<file path="config.mk">
export PLATFORM = sky130hd
export DESIGN_NAME = lru_translation_store
export DESIGN_NICKNAME = d
export VERILOG_FILES = /design/src/rtl/lts_pkg.sv /design/src/rtl/lts_ram.sv /design/src/rtl/lts_scan.sv /design/src/rtl/lru_translation_store.sv
export SDC_FILE = /design/constraint.sdc
export NUM_CORES = 2
export LEC_CHECK = 0
export CAP_MARGIN = 25
export CORE_MARGIN = 1
export CORE_UTILIZATION = 59
export CTS_BUF_LIST = sky130_fd_sc_hd__clkbuf_4
export CTS_CLUSTER_DIAMETER = 200
export DETAILED_ROUTE_END_ITERATION = 6
export DONT_BUFFER_PORTS = 1
export PLACE_DENSITY_LB_ADDON = 0.1
export RECOVER_POWER = 100
export SLEW_MARGIN = 15
export SYNTH_ARGS = -nofsm -noshare
export SYNTH_HDL_FRONTEND = slang
export SYNTH_SLANG_ARGS = --single-unit
export TNS_END_PERCENT = 100
</file>
<file path="constraint.sdc">
create_clock -name aclk -period 20.4 [get_ports aclk]
set_input_delay 4.08 -clock aclk [delete_from_list [all_inputs] [get_ports aclk]]
set_output_delay 4.08 -clock aclk [all_outputs]
set_load 0.02 [all_outputs]
</file>
<file path="src/rtl/lts_pkg.sv">
// ----------------------------------------------------------------------------
// lts_pkg: shared types and constants of the translation store
// Field widths, request codes, controller states and the handshake structs
// that pass between the controller and the scan unit.
// ----------------------------------------------------------------------------
`default_nettype none

package lts_pkg;

    localparam int VA_PORT_W   = 48;
    localparam int PHYS_W      = 52;
    localparam int PLOG_W      = 5;
    localparam int ATTR_W      = 8;
    localparam int AGE_W       = 32;
    localparam int TDATA_W     = 120;
    localparam int IN_TUSER_W  = 3;
    localparam int OUT_TUSER_W = 2;

    localparam logic [PLOG_W-1:0] PL_MIN = 5'd12;
    localparam logic [PLOG_W-1:0] PL_MAX = 5'd30;

    typedef enum logic [1:0] {
        REQ_LOOKUP = 2'd0,
        REQ_FILL   = 2'd1,
        REQ_INVAL  = 2'd2,
        REQ_FLUSH  = 2'd3
    } req_type_t;

    typedef enum logic [1:0] {
        ST_IDLE,
        ST_SCAN,
        ST_DRAIN,
        ST_DECIDE
    } state_t;

    // controller -> scan unit
    typedef struct packed {
        logic start;   // clear trackers for a new request
        logic cmp;     // read data of one entry is present this cycle
    } scan_ctl_t;

    // scan unit -> controller
    typedef struct packed {
        logic match_found;
        logic free_found;
    } scan_stat_t;

endpackage

`default_nettype wire

</file>
<file path="src/rtl/lts_ram.sv">
// ----------------------------------------------------------------------------
// lts_ram: generic single-write, single-read synchronous RAM
// One write port and one read port; read data is registered.
// ----------------------------------------------------------------------------
`default_nettype none

module lts_ram #(
    parameter int WIDTH = 32,
    parameter int DEPTH = 16
) (
    input  wire logic                     aclk,
    input  wire logic                     we,
    input  wire logic [$clog2(DEPTH)-1:0] waddr,
    input  wire logic [WIDTH-1:0]         wdata,
    input  wire logic                     re,
    input  wire logic [$clog2(DEPTH)-1:0] raddr,
    output logic      [WIDTH-1:0]         rdata
);

    logic [WIDTH-1:0] mem [DEPTH];

    always_ff @(posedge aclk) begin
        if (we) begin
            mem[waddr] <= wdata;
        end
        if (re) begin
            rdata <= mem[raddr];
        end
    end

endmodule

`default_nettype wire

</file>
<file path="src/rtl/lts_scan.sv">
// ----------------------------------------------------------------------------
// lts_scan: per-entry compare and tracking unit
// Sees one stored entry per cycle and keeps the lowest matching index, the
// lowest free index and the lowest index holding the smallest age stamp.
// ----------------------------------------------------------------------------
`default_nettype none

module lts_scan #(
    parameter int ENTRIES = 16,
    parameter int VA_W    = 48
) (
    input  wire logic                                  aclk,
    input  wire logic                                  aresetn,
    input  wire lts_pkg::scan_ctl_t                    ctl,
    input  wire logic [$clog2(ENTRIES)-1:0]            rd_idx,
    input  wire logic                                  ent_valid,
    input  wire logic [VA_W+lts_pkg::PHYS_W+lts_pkg::PLOG_W+lts_pkg::ATTR_W-1:0] ent_word,
    input  wire logic [lts_pkg::AGE_W-1:0]             ent_age,
    input  wire logic [VA_W-1:0]                       req_va,
    output lts_pkg::scan_stat_t                        stat,
    output logic [$clog2(ENTRIES)-1:0]                 match_idx,
    output logic [$clog2(ENTRIES)-1:0]                 free_idx,
    output logic [$clog2(ENTRIES)-1:0]                 old_idx,
    output logic [VA_W+lts_pkg::PHYS_W+lts_pkg::PLOG_W+lts_pkg::ATTR_W-1:0] hit_word
);
    import lts_pkg::*;

    localparam int IDX_W  = $clog2(ENTRIES);
    localparam int WORD_W = VA_W + PHYS_W + PLOG_W + ATTR_W;

    logic                match_found_reg, free_found_reg, old_seen_reg;
    logic [IDX_W-1:0]    match_idx_reg, free_idx_reg, old_idx_reg;
    logic [AGE_W-1:0]    old_age_reg;
    logic [WORD_W-1:0]   hit_word_reg;

    logic [VA_W-1:0]     ent_va;
    logic [PLOG_W-1:0]   ent_plog;
    logic [VA_W-1:0]     page_mask;
    logic                is_match;
    logic                is_older;

    assign ent_va    = ent_word[VA_W-1:0];
    assign ent_plog  = ent_word[VA_W+PHYS_W +: PLOG_W];
    assign page_mask = {VA_W{1'b1}} << ent_plog;
    assign is_match  = ent_valid && (((req_va ^ ent_va) & page_mask) == '0);
    assign is_older  = ent_valid && (!old_seen_reg || (ent_age < old_age_reg));

    // control flags
    always_ff @(posedge aclk) begin
        if (!aresetn) begin
            match_found_reg <= 1'b0;
            free_found_reg  <= 1'b0;
            old_seen_reg    <= 1'b0;
        end else if (ctl.start) begin
            match_found_reg <= 1'b0;
            free_found_reg  <= 1'b0;
            old_seen_reg    <= 1'b0;
        end else if (ctl.cmp) begin
            if (is_match) begin
                match_found_reg <= 1'b1;
            end
            if (!ent_valid) begin
                free_found_reg <= 1'b1;
            end
            if (is_older) begin
                old_seen_reg <= 1'b1;
            end
        end
    end

    // tracked indexes and captured entry; keep only the first hit and free slot
    always_ff @(posedge aclk) begin
        if (ctl.cmp && !ctl.start) begin
            if (is_match && !match_found_reg) begin
                match_idx_reg <= rd_idx;
                hit_word_reg  <= ent_word;
            end
            if (!ent_valid && !free_found_reg) begin
                free_idx_reg <= rd_idx;
            end
            if (is_older) begin
                old_idx_reg <= rd_idx;
                old_age_reg <= ent_age;
            end
        end
    end

    assign stat.match_found = match_found_reg;
    assign stat.free_found  = free_found_reg;
    assign match_idx        = match_idx_reg;
    assign free_idx         = free_idx_reg;
    assign old_idx          = old_idx_reg;
    assign hit_word         = hit_word_reg;

endmodule

`default_nettype wire

</file>
<file path="src/rtl/lru_translation_store.sv">
// ----------------------------------------------------------------------------
// lru_translation_store: fully associative translation store with LRU fill
// Lookup, fill, invalidate and flush on a table of ENTRIES entries kept in
// two synchronous RAMs (entry contents and age stamps).
// ----------------------------------------------------------------------------
// Usage:
//   Send one request per s_ handshake; s_tuser carries the request type and
//   the refresh flag, s_tdata the address and fill contents. Every request
//   returns exactly one result on the m_ channel; m_tuser carries hit and
//   evicted, m_tdata the returned entry (all zero on a miss or a flush).
//   Timing: a lookup, fill or invalidate reads every entry once, one entry
//   per cycle through the RAM read port, then passes a drain and a decide
//   step before its result is presented; a flush needs no scan and goes
//   straight to the decide step. The block takes one request at a time:
//   s_tready rises again as the result is loaded into the output register.
//   The output register holds its result while m_tready is low; the next
//   request may be taken and scanned meanwhile and waits in its final step
//   until the output register frees up.
//   Reset clears all valid bits and the age counter at once; RAM contents
//   need no clearing since only valid entries are ever used.
// ----------------------------------------------------------------------------
`default_nettype none

module lru_translation_store #(
    parameter int ENTRIES    = 16,
    parameter int VADDR_BITS = 48
) (
    input  wire logic                               aclk,
    input  wire logic                               aresetn,
    // request channel
    input  wire logic                               s_tvalid,
    output logic                                    s_tready,
    // s_tdata: virt_addr[47:0], fill_phys_addr[99:48], fill_page_log[104:100],
    //          fill_attrs[112:105], zero[119:113]
    input  wire logic [lts_pkg::TDATA_W-1:0]        s_tdata,
    // s_tuser: req_type[1:0], refresh_age[2]
    input  wire logic [lts_pkg::IN_TUSER_W-1:0]     s_tuser,
    // result channel
    output logic                                    m_tvalid,
    input  wire logic                               m_tready,
    // m_tdata: out_virt_addr[47:0], out_phys_addr[99:48], out_page_log[104:100],
    //          out_attrs[112:105], zero[119:113]
    output logic      [lts_pkg::TDATA_W-1:0]        m_tdata,
    // m_tuser: hit[0], evicted[1]
    output logic      [lts_pkg::OUT_TUSER_W-1:0]    m_tuser
);
    import lts_pkg::*;

    localparam int IDX_W  = $clog2(ENTRIES);
    localparam int VA_W   = (VADDR_BITS < VA_PORT_W) ? VADDR_BITS : VA_PORT_W;
    localparam int WORD_W = VA_W + PHYS_W + PLOG_W + ATTR_W;
    localparam logic [IDX_W-1:0] LAST_IDX = IDX_W'(ENTRIES - 1);

    // controller state
    state_t              state_reg, state_next;
    logic [IDX_W-1:0]    cnt_reg;
    logic                rd_valid_reg;
    logic [IDX_W-1:0]    rd_idx_reg;
    logic [ENTRIES-1:0]  valid_reg;
    logic [AGE_W-1:0]    age_cnt_reg;

    // latched request
    req_type_t           req_type_reg;
    logic [VA_W-1:0]     va_reg;
    logic                refresh_reg;
    logic [PHYS_W-1:0]   phys_reg;
    logic [PLOG_W-1:0]   plog_reg;
    logic [ATTR_W-1:0]   attrs_reg;

    // output register
    logic                m_tvalid_reg;
    logic                m_hit_reg, m_evict_reg;
    logic [VA_PORT_W-1:0] m_virt_reg;
    logic [PHYS_W-1:0]   m_phys_reg;
    logic [PLOG_W-1:0]   m_plog_reg;
    logic [ATTR_W-1:0]   m_attrs_reg;

    logic                s_accept;
    logic                out_free;
    logic                decide_go;
    logic                rd_en;
    scan_ctl_t           scan_ctl;
    scan_stat_t          scan_stat;
    logic [IDX_W-1:0]    match_idx, free_idx, old_idx, tgt_idx;
    logic [WORD_W-1:0]   hit_word, fill_word, ent_word;
    logic [AGE_W-1:0]    ent_age;
    logic                data_we, age_we;
    logic [PLOG_W-1:0]   in_plog, in_plog_sat;

    assign s_accept = s_tvalid && s_tready;
    assign out_free = !m_tvalid_reg || m_tready;

    // ---------------- next state ----------------
    always_comb begin
        state_next = state_reg;
        unique case (state_reg)
            ST_IDLE: begin
                if (s_accept) begin
                    state_next = (req_type_t'(s_tuser[1:0]) == REQ_FLUSH) ? ST_DECIDE
                                                                          : ST_SCAN;
                end
            end
            ST_SCAN: begin
                if (cnt_reg == LAST_IDX) begin
                    state_next = ST_DRAIN;
                end
            end
            ST_DRAIN: begin
                state_next = ST_DECIDE;
            end
            ST_DECIDE: begin
                if (out_free) begin
                    state_next = ST_IDLE;
                end
            end
            default: state_next = ST_IDLE;
        endcase
    end

    // ---------------- controller outputs ----------------
    always_comb begin
        s_tready     = 1'b0;
        rd_en        = 1'b0;
        decide_go    = 1'b0;
        unique case (state_reg)
            ST_IDLE:   s_tready  = 1'b1;
            ST_SCAN:   rd_en     = 1'b1;
            ST_DRAIN:  ;
            ST_DECIDE: decide_go = out_free;
            default:   ;
        endcase
        scan_ctl.start = s_accept;
        scan_ctl.cmp   = rd_valid_reg;
    end

    always_ff @(posedge aclk) begin
        if (!aresetn) begin
            state_reg    <= ST_IDLE;
            rd_valid_reg <= 1'b0;
        end else begin
            state_reg    <= state_next;
            rd_valid_reg <= rd_en;
        end
    end

    // advance the scan address; restart it on every new request
    always_ff @(posedge aclk) begin
        if (s_accept) begin
            cnt_reg <= '0;
        end else if (rd_en && cnt_reg != LAST_IDX) begin
            cnt_reg <= cnt_reg + IDX_W'(1);
        end
        rd_idx_reg <= cnt_reg;
    end

    // ---------------- request latch ----------------
    assign in_plog = s_tdata[104:100];

    always_comb begin
        in_plog_sat = in_plog;
        if (in_plog < PL_MIN) begin
            in_plog_sat = PL_MIN;
        end else if (in_plog > PL_MAX) begin
            in_plog_sat = PL_MAX;
        end
    end

    always_ff @(posedge aclk) begin
        if (s_accept) begin
            req_type_reg <= req_type_t'(s_tuser[1:0]);
            refresh_reg  <= s_tuser[2];
            va_reg       <= s_tdata[VA_W-1:0];
            phys_reg     <= s_tdata[99:48];
            plog_reg     <= in_plog_sat;
            attrs_reg    <= s_tdata[112:105];
        end
    end

    // ---------------- storage ----------------
    assign fill_word = {attrs_reg, plog_reg, phys_reg, va_reg};

    lts_ram #(
        .WIDTH (WORD_W),
        .DEPTH (ENTRIES)
    ) u_data_ram (
        .aclk  (aclk),
        .we    (data_we),
        .waddr (tgt_idx),
        .wdata (fill_word),
        .re    (rd_en),
        .raddr (cnt_reg),
        .rdata (ent_word)
    );

    lts_ram #(
        .WIDTH (AGE_W),
        .DEPTH (ENTRIES)
    ) u_age_ram (
        .aclk  (aclk),
        .we    (age_we),
        .waddr (tgt_idx),
        .wdata (age_cnt_reg),
        .re    (rd_en),
        .raddr (cnt_reg),
        .rdata (ent_age)
    );

    lts_scan #(
        .ENTRIES (ENTRIES),
        .VA_W    (VA_W)
    ) u_scan (
        .aclk      (aclk),
        .aresetn   (aresetn),
        .ctl       (scan_ctl),
        .rd_idx    (rd_idx_reg),
        .ent_valid (valid_reg[rd_idx_reg]),
        .ent_word  (ent_word),
        .ent_age   (ent_age),
        .req_va    (va_reg),
        .stat      (scan_stat),
        .match_idx (match_idx),
        .free_idx  (free_idx),
        .old_idx   (old_idx),
        .hit_word  (hit_word)
    );

    // ---------------- decide: write back and build the result ----------------
    // Pick the slot: matching entry first, then lowest free, then oldest stamp.
    always_comb begin
        priority if (scan_stat.match_found) begin
            tgt_idx = match_idx;
        end else if (scan_stat.free_found) begin
            tgt_idx = free_idx;
        end else begin
            tgt_idx = old_idx;
        end
    end

    assign data_we = decide_go && (req_type_reg == REQ_FILL);
    assign age_we  = decide_go && ((req_type_reg == REQ_FILL) ||
                     ((req_type_reg == REQ_LOOKUP) && scan_stat.match_found && refresh_reg));

    always_ff @(posedge aclk) begin
        if (!aresetn) begin
            valid_reg   <= '0;
            age_cnt_reg <= '0;
        end else if (decide_go) begin
            unique case (req_type_reg)
                REQ_LOOKUP: ;
                REQ_FILL:   valid_reg[tgt_idx] <= 1'b1;
                REQ_INVAL: begin
                    if (scan_stat.match_found) begin
                        valid_reg[match_idx] <= 1'b0;
                    end
                end
                REQ_FLUSH:  valid_reg <= '0;
                default:    ;
            endcase
            if (age_we) begin
                age_cnt_reg <= age_cnt_reg + AGE_W'(1);
            end
        end
    end

    // load the output register; drop it once the receiver takes it
    always_ff @(posedge aclk) begin
        if (!aresetn) begin
            m_tvalid_reg <= 1'b0;
        end else if (decide_go) begin
            m_tvalid_reg <= 1'b1;
        end else if (m_tready) begin
            m_tvalid_reg <= 1'b0;
        end
    end

    always_ff @(posedge aclk) begin
        if (decide_go) begin
            m_hit_reg   <= 1'b0;
            m_evict_reg <= 1'b0;
            m_virt_reg  <= '0;
            m_phys_reg  <= '0;
            m_plog_reg  <= '0;
            m_attrs_reg <= '0;
            unique case (req_type_reg)
                REQ_FILL: begin
                    m_hit_reg   <= 1'b1;
                    m_evict_reg <= !scan_stat.match_found && !scan_stat.free_found;
                    m_virt_reg  <= VA_PORT_W'(va_reg);
                    m_phys_reg  <= phys_reg;
                    m_plog_reg  <= plog_reg;
                    m_attrs_reg <= attrs_reg;
                end
                REQ_LOOKUP, REQ_INVAL: begin
                    if (scan_stat.match_found) begin
                        m_hit_reg   <= 1'b1;
                        m_virt_reg  <= VA_PORT_W'(hit_word[VA_W-1:0]);
                        m_phys_reg  <= hit_word[VA_W +: PHYS_W];
                        m_plog_reg  <= hit_word[VA_W+PHYS_W +: PLOG_W];
                        m_attrs_reg <= hit_word[VA_W+PHYS_W+PLOG_W +: ATTR_W];
                    end
                end
                REQ_FLUSH: ;
                default:   ;
            endcase
        end
    end

    assign m_tvalid = m_tvalid_reg;
    assign m_tdata  = {7'b0, m_attrs_reg, m_plog_reg, m_phys_reg, m_virt_reg};
    assign m_tuser  = {m_evict_reg, m_hit_reg};

    // ---------------- assertions ----------------
    a_flush_clears: assert property (@(posedge aclk) disable iff (!aresetn)
        (decide_go && req_type_reg == REQ_FLUSH) |=> (valid_reg == '0))
        else $error("flush left a valid entry");

    a_fill_sets_valid: assert property (@(posedge aclk) disable iff (!aresetn)
        (decide_go && req_type_reg == REQ_FILL) |=> valid_reg[$past(tgt_idx)])
        else $error("filled entry not marked valid");

    a_age_step: assert property (@(posedge aclk) disable iff (!aresetn)
        $past(aresetn) |-> (age_cnt_reg == $past(age_cnt_reg)) ||
                           (age_cnt_reg == $past(age_cnt_reg) + AGE_W'(1)))
        else $error("age counter jumped");

    a_evict_implies_hit: assert property (@(posedge aclk) disable iff (!aresetn)
        (m_tvalid_reg && m_evict_reg) |-> m_hit_reg)
        else $error("eviction reported without hit");

    a_miss_zero: assert property (@(posedge aclk) disable iff (!aresetn)
        (m_tvalid_reg && !m_hit_reg) |-> (m_plog_reg == '0))
        else $error("miss result carries a page size");

endmodule

`default_nettype wire

</file>
==> impl_metrics.py <==
metrics = {
    "yosys": {
        "netlist_instances": 4540,
        "synth_cell_types": 57,
        "synth-edff-count": 2853,
        "yosys.area.top_type_share_pct": 78.7,
        "synthFlopType": "edfxtp_1",
        "yosysTopAreaCell": "edfxtp_1",
        "yosys_warnings": 0,
        "ys_ff_latch": 2916,
        "ys_seq_area_share_pct": 79.8,
        "async_flop_share_pct": 0,
        "syn_area_mm2": 0.109,
        "yosys-top-cells-area": "edfxtp_1 (79%), mux4_2 (15%), dfxtp_1 (1.2%)",
        "synth.avg_cell_area_um2": 24.0,
    },
    "detailed_routing": {
        "antenna_left": 0,
        "drt_wl_total_um": 241000,
        "drcViolationCount": 0,
        "via_per_inst": 6.24,
        "via_count": 50800,
        "wl_per_cell_um": 29.6,
        "drt-initial-drc-count": 5417,
        "first_pass_iters": 5,
    },
    "worst_setup_path": {
        "r2r_start": "req_type_reg[0]",
        "reg2reg_to": "u_data_ram.mem[12][57]",
        "cp.required_ns": 21.02,
        "r2r_cells": 4,
        "path_max_fanout": 113,
        "r2r_slack_ns": 7.32,
        "end_kind": "flip-flop",
        "path_class": "reg -> reg",
        "worstPathArrival_ns": 13.70,
        "start_kind": "flip-flop",
    },
    "sta": {
        "setup_viol_count_final": 0,
        "relSlewSlack_pct": -611,
        "final_max_slew_viol_count": 3331,
        "hold_violations": 0,
        "rsz0062_at_grt": "no",
        "clock_skew_ns": 0.120,
        "tightestPinTransition_ns": 10.67,
        "finalCritPeriodShare_pct": 64.1,
        "hold_slack_ns": 0.401,
        "fin_crit_ns": 13.08,
        "fmax_mhz": 76.4,
        "tns_ns": 0,
    },
    "power_and_ir_drop": {
        "vdd_ir_drop_max_v": 0.0000854,
        "leakage_nw": 38.9,
        "cellPowerDensity_mw_per_mm2": 116,
    },
    "floorplanning": {
        "fp.dieH_um": 432,
        "core_mm2": 0.183,
        "initial_core_util_pct": 59.4,
        "core.rowCount": 157,
        "pin_count": 251,
        "die-area_mm2": 0.186,
        "die_x_um": 432,
    },
    "clocking": {
        "cts_resized": 0,
        "hold_buffers": 0,
        "cts_tree": "done",
        "cts_root_buf": "clkbuf_4",
        "cts_setup_buffers": 0,
        "clock_latency_ns": 1.42,
        "cts.htree.levels": 6,
        "cts.path.max_buffers": 4,
        "cts.sinks": 2916,
        "numCtsBuffers": 726,
        "path_clk_slew_ns": 0.06,
    },
    "placed_design": {
        "io_buffers": 0,
        "gp_congestion": 0.751,
        "place_area_mm2": 0.112,
        "hpwl_um": 116000,
    },
    "cells_and_area": {
        "largest_register_ffs": 1808,
        "n_fill_cell": 12200,
        "nets": 5323,
        "utilization_pct": 65.7,
        "regMostFlops": "u_data_ram.mem",
        "drive_above_1_share_pct": 32.7,
        "fin_area_mm2": 0.120,
        "top_regs": "u_data_ram.mem: 1808 flops, u_age_ram.mem: 512 flops",
        "area.growth.synth_to_final_pct": 10.6,
    },
    "global_routing": {
        "grt_pass1_vias": 52800,
        "grt_overflow_total": 0,
        "grt_max_degree": 160,
        "grt_usage_pct": 26.3,
        "grt_pass1_wl_um": 349000,
        "antenna_found_initial": 11,
    },
    "job": {
        "drv_cap": 89,
    },
    "run_status": {
        "violations": "capacitance limit, slew limit",
        "status": "finished with violations",
    },
    "hold_path": {
        "worstHoldPathType": "reg -> reg",
        "worstHoldStart": "u_data_ram.rdata[80]",
        "min_to": "u_scan.hit_word[80]",
        "min_path_cells": 0,
    },
}
## Yosys cell counts (all sizes together) (2+ instances only)
library cell,instances
nor2b,12
dfxtp,63
inv,41
o21a,2
nand2,30
and3,8
or3,4
clkbuf,146
o31ai,3
edfxtp,2853
a21boi,6
and4,5
nor3b,2
a22o,113
nor3,56
o21ai,55
mux4,730
nand4,17
ha,37
a221o,2
buf,86
a2111oi,2
and2,43
or2,5
xnor2,45
a31oi,10
a21oi,28
nor2,34
nor4,7
nand2b,9
mux2i,5
o22ai,3
xor2,33
a21o,17
nand3,15
## where the power goes
group,leakage (nW),switching [mW],internal [mW]
clock network,5.25,2.23,2.42
registers,27.6,0.385,7.07
logic,6.08,0.940,0.947
total,38.9,3.56,10.4
## worst max path at each step
stage                                from                      to  slack [ns]  cells past startpoint
after CTS                    state_reg[0]                s_tready       13.93                      2
final                     req_type_reg[0]  u_data_ram.mem[12][57]        7.32                      4
after detailed placement         m_tready   u_data_ram.mem[4][28]       12.81                      7
after global placement           m_tready   u_data_ram.mem[4][28]       12.83                      7
after global routing      req_type_reg[0]   u_data_ram.mem[0][95]        6.98                      4
after floorplan                  m_tready   u_data_ram.mem[12][0]        1.23                      5
## cells in the final DEF, fill, tap and decap left out, drive strengths merged, types with 3 or more instances in the layout
master,instances
a21boi,6
a21o,17
a21oi,28
a22o,113
a31oi,10
and2,43
and3,8
and4,5
buf,23
bufinv,7
clkbuf,1134
clkinv,163
clkinvlp,4
conb,7
dfxtp,63
diode,7
edfxtp,2853
ha,37
inv,53
mux2i,5
mux4,730
nand2,30
nand2b,9
nand3,15
nand4,17
nor2,34
nor2b,12
nor3,56
nor4,7
o21ai,55
o22ai,3
o31ai,3
or2,5
or3,4
xnor2,45
xor2,33
## worst max-delay path: stages, from the launching register on
cell	delay, ns
edfxtp_1	0.64
nor2b_1	2.53
nand2_1	1.17
nor3_1	0.41
clkbuf_1	7.41
## cell families after synthesis
logic type | synth area share, %
AO/OA/AOI/OAI | 1.66
XOR/XNOR | 0.627
adder cells (fa/ha/maj) | 0.434
buffers and inverters | 1.05
flip-flops | 79.8
multiplexers | 15.1
other | 0.00344
AND/OR/NAND/NOR | 1.26
## through the flow
step	cells	total power [mW]	setup WS, ns
after floorplan	4546	8.85	1.23
after global placement	6887	9.42	12.83
after detailed placement	6890	9.45	12.81
after CTS	8116	14.1	13.93
after global routing	8128	14.6	6.98
final	8128	14.0	7.32
## layer usage
layer	global-route usage [%]	part of all wire, %
met1	36.3	40
met2	42.9	51
met3	5.50	7.8
met4	7.77	1.8
met5	0	0.011
## final cells by class
type                            count  area, µm²  share of cell area (%)
Clock buffer                     1040       7810                    6.48
Sequential cell                  2916      86900                    72.2
Multi-Input combinational cell   1357      20800                    17.3
Tap cell                         2464       3080                    2.56
Clock inverter                    186        946                   0.785
Antenna cell                        7       17.5                  0.0145
Inverter                           41        155                   0.129
Timing Repair Buffer              117        628                   0.522
Note: power is estimated with default switching activity, not from simulation.
